File: src/hdl/les_pkg.sv
// Shared types and constants for the largest empty square finder.
// No dependencies; every other file in hdl/ refers to this package.
`default_nettype none

package les_pkg;

  localparam int MAX_COLS = 1024;
  localparam int MAX_ROWS = 1024;

  localparam int COL_W  = 10;  // column index
  localparam int ROW_W  = 10;  // row index
  localparam int VAL_W  = 11;  // square side, 0 .. MAX_COLS
  localparam int CHAR_W = 8;
  localparam int CFG_W  = 11;  // widest configuration register
  localparam int CFG_IDX_W = 1;

  localparam logic [CFG_IDX_W-1:0] REG_COLUMN_COUNT = 1'b0;
  localparam logic [CFG_IDX_W-1:0] REG_EMPTY_CHAR   = 1'b1;

  localparam logic [VAL_W-1:0]  COLUMN_COUNT_RESET = 11'd1024;
  localparam logic [CHAR_W-1:0] EMPTY_CHAR_RESET   = 8'd46;

  localparam logic [VAL_W-1:0] MAX_COLS_V = VAL_W'(MAX_COLS);
  localparam logic [ROW_W-1:0] LAST_ROW   = ROW_W'(MAX_ROWS - 1);

  // Context of the cell under evaluation.
  typedef struct packed {
    logic             is_empty;
    logic             first_row;
    logic             first_col;
    logic [COL_W-1:0] col;
    logic [ROW_W-1:0] row;
  } cell_ctx_t;

  // Best square found so far.
  typedef struct packed {
    logic [VAL_W-1:0] size;
    logic [COL_W-1:0] col;
    logic [ROW_W-1:0] row;
  } best_t;

endpackage

`default_nettype wire

File: src/hdl/les_cell_calc.sv
// Square size of one cell and the update of the best square record.
// Purely combinational; uses les_pkg.
`default_nettype none

module les_cell_calc (
  input  wire les_pkg::cell_ctx_t         ctx,
  input  wire logic [les_pkg::VAL_W-1:0]  up,
  input  wire logic [les_pkg::VAL_W-1:0]  left,
  input  wire logic [les_pkg::VAL_W-1:0]  diag,
  input  wire les_pkg::best_t             best,
  output logic      [les_pkg::VAL_W-1:0]  value,
  output les_pkg::best_t                  best_next
);

  logic [les_pkg::VAL_W-1:0] min_ul;
  logic [les_pkg::VAL_W-1:0] min_all;
  logic [les_pkg::VAL_W-1:0] col_p1;
  logic [les_pkg::VAL_W-1:0] row_p1;
  logic [les_pkg::VAL_W-1:0] col_top;
  logic [les_pkg::VAL_W-1:0] row_top;

  always_comb begin
    min_ul  = (up < left) ? up : left;
    min_all = (min_ul < diag) ? min_ul : diag;
    if (!ctx.is_empty) begin
      value = '0;
    end else if (ctx.first_row || ctx.first_col) begin
      value = les_pkg::VAL_W'(1);
    end else begin
      value = min_all + les_pkg::VAL_W'(1);
    end
  end

  // The top-left row clamps to 0 when the square reaches above the map,
  // which only happens once the row counter has saturated.
  always_comb begin
    col_p1  = {1'b0, ctx.col} + les_pkg::VAL_W'(1);
    row_p1  = {1'b0, ctx.row} + les_pkg::VAL_W'(1);
    col_top = col_p1 - value;
    row_top = (value > row_p1) ? '0 : row_p1 - value;
    best_next = best;
    if (value > best.size) begin
      best_next.size = value;
      best_next.col  = col_top[les_pkg::COL_W-1:0];
      best_next.row  = row_top[les_pkg::ROW_W-1:0];
    end
  end

endmodule

`default_nettype wire

File: config.mk
export PLATFORM = sky130hd
export DESIGN_NAME = les_cell_calc
export DESIGN_NICKNAME = d
export VERILOG_FILES = /design/src/hdl/les_pkg.sv /design/src/hdl/les_cell_calc.sv
export SDC_FILE = /design/constraint.sdc
export NUM_CORES = 1
export LEC_CHECK = 0
export CAP_MARGIN = 20
export CORE_ASPECT_RATIO = 1.4
export CORE_MARGIN = 2
export CORE_UTILIZATION = 35
export DETAILED_ROUTE_END_ITERATION = 7
export DONT_BUFFER_PORTS = 1
export PLACE_DENSITY = 0.48
export SYNTH_ARGS = -nofsm -noshare
export SYNTH_HDL_FRONTEND = slang
export SYNTH_SLANG_ARGS = --single-unit
File: constraint.sdc
create_clock -name vclk -period 9.47
set_input_delay 0.4735 -clock vclk [all_inputs]
set_output_delay 0.4735 -clock vclk [all_outputs]
set_load 0.02 [all_outputs]
==> results of run 1 <==
## per-layer routing
metal | vias up | global-route usage (%) | share of wire, %
met1 | 1448 | 20.1 | 36
met4 | 0 | 2.86 | 1.5
met2 | 107 | 41.2 | 55
met5 | - | 0 | 0
li1 | 1604 | - | -
met3 | 10 | 4.42 | 7.2
## stage by stage
stage | util (%) | cell area, sq um | cells | hold WS, ns
after floorplan | - | 3200 | 452 | 1.12
after CTS | 37.7 | 3380 | 561 | 1.14
after detailed placement | 37.7 | 3380 | 561 | 1.14
final | 37.7 | 3380 | 561 | 1.14
after global placement | 37.7 | 3380 | 561 | 1.14
after global routing | 37.7 | 3380 | 561 | 1.14
## cell type report
cell class,instances,area [sq um]
Fill cell,998,5600
Multi-Input combinational cell,379,2910
Inverter,60,225
Tap cell,107,134
Timing Repair Buffer,15,113
## kinds of logic (layout without fill, tap and decap cells)
kind of cell | Yosys count | after routing | share of synthesized area [%]
adder cells (fa/ha/maj) | 72 | 72 | 28.6
multiplexers | 23 | 23 | 7.82
AO/OA/AOI/OAI | 111 | 111 | 23.0
buffers and inverters | 73 | 75 | 9.03
AND/OR/NAND/NOR | 133 | 133 | 20.5
XOR/XNOR | 40 | 40 | 11.0
## power by group through the flow
stage               registers [W]  clock network, W  logic, W
finish                          0                 0  0.000238
floorplan                       0                 0  0.000189
global route                    0                 0  0.000268
global placement                0                 0  0.000235
CTS                             0                 0  0.000239
detailed placement              0                 0  0.000237
## critical path, stage by stage
cell       delay [ns]
inv_1            0.05
ha_1             0.31
a21oi_1          0.16
nand2_1          0.07
a211o_1          0.33
a21oi_1          0.17
buf_4            0.22
mux2_2           0.38
ha_1             0.33
a21oi_1          0.19
o21ai_0          0.12
a221o_1          0.39
a2111oi_0        0.68
a211o_1          0.42
mux2i_1          0.31
inv_1            0.07
ha_1             0.25
and2_1           0.23
or4_4            0.49
a221oi_2         0.25
buf_4            0.21
inv_1            0.09
ha_1             0.37
nand4_1          0.12
o31ai_1          0.22
a2bb2oi_1        0.09
nor3_1           0.80
a22o_1           0.37
## worst min-delay path by stage
stage | to | depth (start not counted) | start
floorplan | value[0] | 1 | ctx[22]
detailed placement | best_next[17] | 1 | best[17]
global placement | best_next[18] | 1 | best[18]
CTS | best_next[17] | 1 | best[17]
finish | best_next[18] | 1 | best[18]
global route | best_next[17] | 1 | best[17]
## cells in the final DEF (no fill, tap or decap), types with 2 or more instances in the layout
cell        n
fa_1        2
nor2_1     21
a2111oi_0   2
nand3_1    21
and4_1      2
nand2_1    38
and2_1      7
o21a_1      2
mux2i_1     7
inv_1      60
buf_4      15
nand2b_1    5
xnor2_1    30
mux2_2     16
a211o_1     2
nor2b_1     8
a21oi_1    22
o21ai_0    31
a211oi_1    5
nand3b_1    2
a21o_1      8
and3_1      2
a21boi_0    4
ha_1       70
xor2_1     10
or2_2       3
nor3_1     11
a31oi_1     4
o31ai_1     2
nand4_1    11
a22o_1     14
o211ai_1    4
==> results by stage, run 1 <==
Layout:
- The final layout contains a sequential cell count of 0.
- At the end of the flow, the number of nets in the layout was 615.
- The area growth from synthesis to layout is 5.71%.
- The sequential cell area is 0 sq um.
- The clock tree buffer count of the final layout is 0.
- The number of inserted diodes is 0.
- In the final layout, the share of cells above drive strength 1 is 8.15%.

Power:
- Dividing total power by cell area gives a power density of 70.3 nW/um^2.
- The total leakage power is 1.60 nW.
- Combinational cells account for 100.0% of the total power.
- Per report_power, the clock group accounts for 0% of the total.
- Summed over all nets, the switching power comes to 0.000141 W.
- Net switching is 59.3% of the power.
- The overall power after layout is 0.000238 W.
- The internal power of the cells totals 0.0000966 W.
- Sequential cells burn 0% of the power.
- The worst supply voltage drop on vdd is 0.0339 mV.

Yosys:
- The fraction of synthesized cell area taken by the top area cell type is 27.4%.
- The post-synthesis cell area is 3200 sq um.
- After synthesis, the cell types taking the most area are ha_1 27%, xnor2_1 8.2%, inv_1 7.0%.
- In the synthesized netlist, the number of instances is 452.
- The number of warning messages in the yosys log is 0.
- Ranked by instance count, the synthesized netlist is headed by 70 x ha_1, 60 x inv_1, 38 x nand2_1.
- The share of the yosys chip area belonging to registers is 0%.
- The mean post-synth cell area is 7.08 sq um.
- Of all cell types, the one taking the most synthesized area is ha_1.
- The most common cell in the synthesized netlist is ha_1.
- Synthesis instantiated 46 different standard cells from the library.
- The synthesized net count is 611.

Timing:
- Setup violations remaining at the end of the flow were counted as 0.
- The total negative slack is 0 ns.
- The setup slack of the critical path after layout is 0.793 ns.
- For the pin with the worst max-slew slack, the measured transition is 1.04 ns.
- The number of hold violations in the final report is 0.
- Measured against its own limit, the worst slew margin works out to 30.0%.
- The worst path uses 91.6% of the clock period.
- The clock period could shrink to 8.68 ns.
- The maximum achievable frequency is 0.115 GHz.
- Setup repair after global routing left no endpoint under its margin.
- The final count of pins violating max slew was 0.

Global route:
- The total routing resource utilization after global routing is 19.7%.
- The via count of the first global-routing pass was 3155.
- The number of antenna violations at the first check in global routing was 0.
- The wire length of the first global-routing pass is 15600 um.
- The largest net degree at the start of global routing is 23.
- The total overflow left after global routing is 0.

Status:
- The run finished with clean final reports.

Floorplanning:
- The effective utilization at floorplan is 35.6%.
- The site row count is 41.
- 129 I/O pins were placed.
- From left edge to right edge, the die measures 84.8 um.
- The floorplan die height is 117 um.
- The floorplan step defined a die boundary enclosing 9930 sq um.
- After floorplanning, the core was sized to cover 8980 sq um.

Worst setup path:
- The arrival time of data at the critical path endpoint is 8.20 ns.
- The worst setup path is of the input port to output pin kind.
- The startpoint class of the critical path is an input port.
- The critical path endpoint category is an output pin.
- The required time reported for the critical path endpoint is 9.00 ns.
- The capturing element of the worst setup path is best_next[1].
- In this run the worst path has a maximum fanout of 12.
- The critical path startpoint is left[9].

Routing:
- For this run, design rule violations remaining after detail routing come to 0.
- The count of vias placed by the detailed router is 3169.
- In the routed layout, each cell is associated on average with a via count of 5.65.
- The number of detailed-routing iterations run before antenna repair is 4.
- The count of nets left with antenna violations once routing finished came out at 0.
- The first routing iteration left 80 violations.
- The routed wirelength normalized by instance count is 18.3 um.
- Wires add up to 10300 um.

Clocking:
- Post-CTS repair changed the size of 0 cells.
- The number of buffers added for setup after CTS is 0.
- After clock tree synthesis, the flow added hold-fix buffers numbering 0.

Hold path:
- The worst hold path belongs to the class input port to output pin.

Place:
- The number of I/O port buffers is 0.
- OpenSTA, run right after detailed placement, puts the worst setup slack at 0.848 ns.
- After legalization and detailed placement, the total HPWL measured 9150 um.
- Routability-driven placement finished with a final weighted congestion of 0.931.

Flow run:
- Max-cap violations in this run came to 0.
(Power assumes the default switching activity.)
==> run 2: changes to the inputs <==
--- a/config.mk
+++ b/config.mk
@@ -11,7 +11,7 @@
 export CORE_UTILIZATION = 35
 export DETAILED_ROUTE_END_ITERATION = 7
 export DONT_BUFFER_PORTS = 1
-export PLACE_DENSITY = 0.48
+export PLACE_DENSITY = 0.5
 export SYNTH_ARGS = -nofsm -noshare
 export SYNTH_HDL_FRONTEND = slang
 export SYNTH_SLANG_ARGS = --single-unit
==> constraint.sdc (replaced) <==
create_clock -name vclk -period 7.45
set_input_delay 0.3725 -clock vclk [all_inputs]
set_output_delay 0.3725 -clock vclk [all_outputs]
set_load 0.02 [all_outputs]
==> run 2 against run 1 <==
  * Via count grew 5.8%
  * Largest power group unchanged
  * Global-route usage grew 0.29 points
  * Worst setup slack lost 0.45 ns
  * Critical endpoint is now best_next[19]
  * Combinational power grew 53%
  * Clock-buffer cell count is the same
  * Highest routed layer unchanged
  * Critical path type unchanged
==> results by stage, run 2 (synthesis gave the netlist of run 1 again) <==
Worst setup path:
- The largest single stage delay on the critical path is 0.50 ns.
- The setup path with the least slack is of type input port to output pin.
- The cell repeated most along the worst path is ha_1.
- Data on the critical path arrives at its endpoint at 6.73 ns.
- The largest individual stage delay along the critical path comes from the cell or4_4.
- The worst setup path is launched from an input port.
- The critical path startpoint is left[9].
- STA classifies the critical path endpoint as an output pin.
- Data on the critical path is required at its endpoint by 7.08 ns.
- Along the worst path, the maximum fanout reaches 7.

Layout:
- For this run, the number of standard cells in the final layout without fillers is 594.
- Cells with a size suffix above 1 make up 21.1% of the layout.
- The leading cell type in the layout, fill and taps excluded is ha_1.
- The clock tree buffer count of the final layout is 0.
- The sequential cell count is 0.
- The final core utilization is 43.2%.
- Compared with the post-synthesis result, the final layout area differs by 21.1%.
- The number of antenna diodes in the final layout is 0.
- The sequential cell area is 0 sq um.
- The top cell types in the final layout, fill and taps aside, are 68 x ha_1, 59 x inv_1, 43 x buf_4.
- The number of fill cells in the layout is 950.
- The net count of the finished layout is 648.

Timing:
- The final count of pins violating max slew is 0.
- The number of hold violations in the final report was 0.
- The worst pin sits at a relative slew slack of 43.7%.
- The maximum achievable frequency is 0.141 GHz.
- The final period utilization is 95.4%.
- The slew at the pin closest to its max-slew limit is 0.842 ns.
- Setup slack on the critical path of the routed design comes to 0.345 ns.
- The clock period minus worst slack is 7.11 ns.
- The count of endpoints failing setup in the final report is 0.

Power:
- Of the total power, combinational logic draws 100.0%.
- Sequential cells account for 0% of the total power.
- The total leakage power is 1.83 nW.
- IR analysis of the VDD net gives a maximum drop of 0.0459 mV.
- The proportion of total power due to net switching is 56.1%.
- The internal portion of total power is 0.000160 W.
- The total power density per cell area is 93.9 nW/um^2.
- The analysis attributes to net switching a power of 0.000204 W.
- The share of total power dissipated in the clock network is 0%.
- The overall power after layout is 0.000364 W.

Global route:
- The largest net degree at the start of global routing is 18.
- The first global-routing pass estimated 16200 um of wire.
- The residual overflow from global routing is 0.
- The via count of the first global-routing pass is 3453.
- The number of antenna violations at the first check in global routing is 0.
- Across every metal layer, demand over resource in global routing totals 20.0%.

Floorplanning:
- In this run the standard cell core region covers 8980 sq um.
- The die is 117 um tall.
- The effective utilization at floorplan is 35.6%.
- The die covers 9930 sq um.
- Row generation in the floorplan step produced 41 rows.
- The die width is 84.8 um.
- 129 I/O pins were placed.

Routing:
- Using the TritonRoute via totals, the vias-per-cell ratio works out to 5.65.
- The number of DRC markers in iteration 0 is 76.
- The detail route stage leaves a number of antenna-violating nets equal to 0.
- The routed wirelength normalized by instance count is 17.8 um.
- The overall routed net length is 10600 um.
- The count of vias placed by the detailed router is 3354.
- The number of detailed-routing iterations run before antenna repair is 4.
- The detailed-route DRC error count is 0.

Place:
- At the end of routability-driven placement, the weighted congestion stood at 0.961.
- The HPWL after detailed placement is 9220 um.
- The number of cells after detailed placement is 583.
- The pre-CTS worst setup slack is -0.210 ns.
- The number of I/O port buffers is 0.

Hold path:
- The worst min-delay path startpoint is best[2].
- The hold path depth is 1.
- The worst hold path terminates at best_next[2].
- The path type of the worst min-delay path is input port to output pin.

Status:
- The flow ran to the end, and the final reports show no timing, DRC or antenna violations.

Clocking:
- The hold-fix buffer count after cts is 0.

Flow run:
- The number of maximum-capacitance constraint violations is 0.
[run 2: cell count changes in the layout (fill, tap and decap cells not counted), sizes merged]
cell / delta
or2: +1
buf: +32
[run 2: how the worst max path moves through the flow]
| stage | endpoint | slack, ns | cells past startpoint |
|---|---|---|---|
| 2_1_floorplan | best_next[19] | 0.04 | 31 |
| 3_3_place_gp | best_next[19] | -0.14 | 31 |
| 3_5_place_dp | best_next[19] | -0.21 | 31 |
| 4_1_cts | best_next[19] | 0.007 | 30 |
| 5_1_grt | best_next[15] | -0.01 | 35 |
| 6_report | best_next[19] | 0.34 | 29 |
[run 2: power groups by stage]
| stage | Clock (W) | Sequential, W | Combinational [W] |
|---|---|---|---|
| floorplan | 0 | 0 | 0.000244 |
| global placement | 0 | 0 | 0.000321 |
| detailed placement | 0 | 0 | 0.000326 |
| CTS | 0 | 0 | 0.000330 |
| global route | 0 | 0 | 0.000403 |
| finish | 0 | 0 | 0.000364 |
[run 2: per-layer routing]
metal	track usage, %	up-vias	share of wire [%]
met5	0	-	0
met4	4.97	0	2.4
met3	3.23	16	6.2
met2	41.4	99	55
met1	20.6	1561	36
li1	-	1678	-
[run 2: repair_timing]
action / in CTS / in global routing
pin swaps: 1 / 12
gates resized for setup: 7 / 40
cloned: 0 / 2
setup buffers: 0 / 9
endpoints found under the hold margin: 0 / 0
endpoints found under the setup margin: 18 / 31
[run 2: layout make-up]
class              instances  area (sq um)  area share (%)
repair buffers            47           370            9.56
well taps                107           134            3.45
multi-input cells        380          3150            81.2
inverters                 60           225            5.81
[run 2: worst max-delay path, delay by kind of cell]
kind            cells  cell delay, ns
compound gates     11            2.44
fa+ha+maj           5            1.40
mux                 3            0.95
simple gates        4            0.93
buf+inv             4            0.38
xor+xnor            2            0.25
[run 2: metrics by stage]
stage / hold slack [ns] / setup TNS (ns) / area (sq um)
2_1_floorplan: 0.917 / 0 / 3230
3_3_place_gp: 0.939 / -0.552 / 3570
3_5_place_dp: 0.937 / -2.17 / 3570
4_1_cts: 0.937 / 0 / 3590
5_1_grt: 0.884 / -0.0119 / 3870
6_report: 0.884 / 0 / 3870
==> run 3: changes to the inputs <==
--- a/config.mk
+++ b/config.mk
@@ -6,7 +6,7 @@
 export NUM_CORES = 1
 export LEC_CHECK = 0
 export CAP_MARGIN = 20
-export CORE_ASPECT_RATIO = 1.4
+export CORE_ASPECT_RATIO = 1.75
 export CORE_MARGIN = 2
 export CORE_UTILIZATION = 35
 export DETAILED_ROUTE_END_ITERATION = 7
==> run 3 against run 2 <==
  * Die area is 0.19% higher
  * Largest cell class unchanged
  * Via count hardly changed
  * Critical path depth is 1 higher
  * Highest routed layer unchanged
  * Maximum frequency is 0.86% higher
  * Final cell count is 2.7% higher
  * Combinational power is 1% higher
  * Flip-flop and latch count stayed put
  * Wire length is 3.9% higher
  * Clock-buffer cell count stayed put
  * Worst setup slack better by 0.061 ns
  * First-iteration DRC count is 7.9% higher
==> results by stage, run 3 (synthesis gave the netlist of run 1 again) <==
Status:
- The flow ran to the end, and the final reports show no timing, DRC or antenna violations.

Worst setup path:
- The cell family with the largest share of critical-path delay is compound AO/OA/AOI/OAI gates.
- STA classifies the critical path startpoint as an input port.
- The critical path starts at left[9].
- The largest fanout on the critical path is 8.
- The worst setup path category is input port to output pin.
- Data on the critical path is required at its endpoint by 7.08 ns.
- The sum of buffers and inverters on the critical path is 6.
- The arrival time of data at the critical path endpoint is 6.67 ns.
- STA classifies the critical path endpoint as an output pin.
- The slowest stage of the critical path is the or4_4 cell.
- The stage delay of the slowest cell on the critical path is 0.49 ns.

Floorplanning:
- The top-level port count is 129.
- The initial utilization of the core area, before any placement, comes to 35.6%.
- The die covers 9950 sq um.
- The die width is 76.3 um.
- The core box area is 8980 sq um.
- In this run the core area contains 46 standard-cell rows.
- The floorplan die height is 130 um.

Timing:
- The count of endpoints failing setup in the final report is 0.
- The maximum achievable frequency is 0.142 GHz.
- At the pin with the least slew margin, the transition time is 0.860 ns.
- The setup slack of the critical path after layout is 0.406 ns.
- The max-slew headroom at the worst pin is 42.6%.
- The clock period minus worst slack is 7.04 ns.
- The number of hold violations in the final report came to 0.
- The final count of pins violating max slew is 0.
- The final period utilization is 94.6%.
- The final worst hold slack is 0.884 ns.
- Summed over all failing endpoints, the final setup total negative slack is 0 ns.

Layout:
- The share of cells above drive strength 1 is 22.2%.
- The layout-stage area growth over the synthesis result is 22.0%.
- The sequential cell count is 0.
- The clock tree buffer count of the final layout is 0.
- The repair_antennas step left the layout with diodes totalling 0.
- The finished layout holds 610 standard cells, fillers aside.
- In the layout the commonest cells are 69 x ha_1, 58 x inv_1, 46 x buf_4.
- The sequential cell area is 0 sq um.
- The number of fill cells in the layout is 995.
- The leading cell type in the layout, fill and taps excluded is ha_1.
- For this run, the post-layout net count is 651.

Place:
- After detailed placement, the design holds a cell count of 597.
- In this run the tool buffered the top-level ports with 0 buffer cells.
- The pre-CTS worst setup slack is -0.176 ns.
- The last weighted congestion value of the routability-driven placer is 0.909.
- The HPWL after detailed placement is 9690 um.

Routing:
- The number of nets with antenna violations after routing is 0.
- The count of vias placed by the detailed router is 3357.
- The routed wirelength normalized by instance count is 18.0 um.
- For this block, the routed nets add up to 11000 um of wire.
- The first TritonRoute pass finished after 4 iterations.
- In the routed design, unresolved DRC markers number 0.
- The detailed router finished its first iteration with 82 violations.
- After detailed routing, the number of vias per cell comes to 5.50.

Power:
- The total leakage power is 1.87 nW.
- IR analysis of the VDD net gives a maximum drop of 0.0392 mV.
- Power spread over the standard cell area amounts to 94.4 nW/um^2.

Clocking:
- Hold repair after CTS inserted 0 buffers.

Global route:
- The largest net degree at the start of global routing is 15.
- After global routing the overflow that remains totals 0.
- The via count of the first global-routing pass is 3457.
- The number of antenna violations at the first check in global routing is 0.
- The total routing resource utilization after global routing is 20.6%.
- The first global-routing pass estimated 16600 um of wire.

Hold path:
- In this run the worst hold path is classified as input port to output pin.
- The worst min-delay path startpoint is best[5].

Flow run:
- The number of maximum-capacitance constraint violations is 0.
[run 3: cell types whose count changed in the layout (fill, tap and decap cells not counted), sizes merged]
cell / change
clkbuf: +1
or2: -1
buf: +3
[run 3: repair_timing]
action,4_1_cts,5_1_grt
resized for setup,6,49
pin swaps,2,16
cloned,0,2
endpoints found under the setup margin,12,31
setup buffers,0,11
[run 3: stage by stage]
stage               power (W)  area [sq um]  utilization, %
floorplan            0.000244          3230               -
global placement     0.000329          3610            40.2
detailed placement   0.000333          3610            40.2
CTS                  0.000336          3620            40.4
global route         0.000408          3900            43.5
finish               0.000369          3900            43.5
[run 3: cell type report]
type                       instances  area, sq um  area share (%)
inverter                          60          225            5.77
multi-input combinational        379         3130            80.1
tap                              120          150            3.85
timing repair buffer              51          400            10.3
[run 3: layer usage]
layer  vias to the layer above  global-route usage, %  wire length, um
li1                       1674                      -                -
met1                      1563                   17.9             3490
met2                       106                   46.9             6580
met3                        14                   3.71              676
met4                         0                   4.39              257
met5                         -                      0                0
[run 3: final timing paths]
kind / endpoint / slack, ns / depth (start not counted)
setup / recovery: best_next[27] / 0.41 / 30
hold / removal: best_next[5] / 0.88 / 1
[run 3: power by group]
part / leakage [nW] / internal [W] / switching (W)
logic: 1.87 / 0.000163 / 0.000206
clock network: 0 / 0 / 0
registers: 0 / 0 / 0
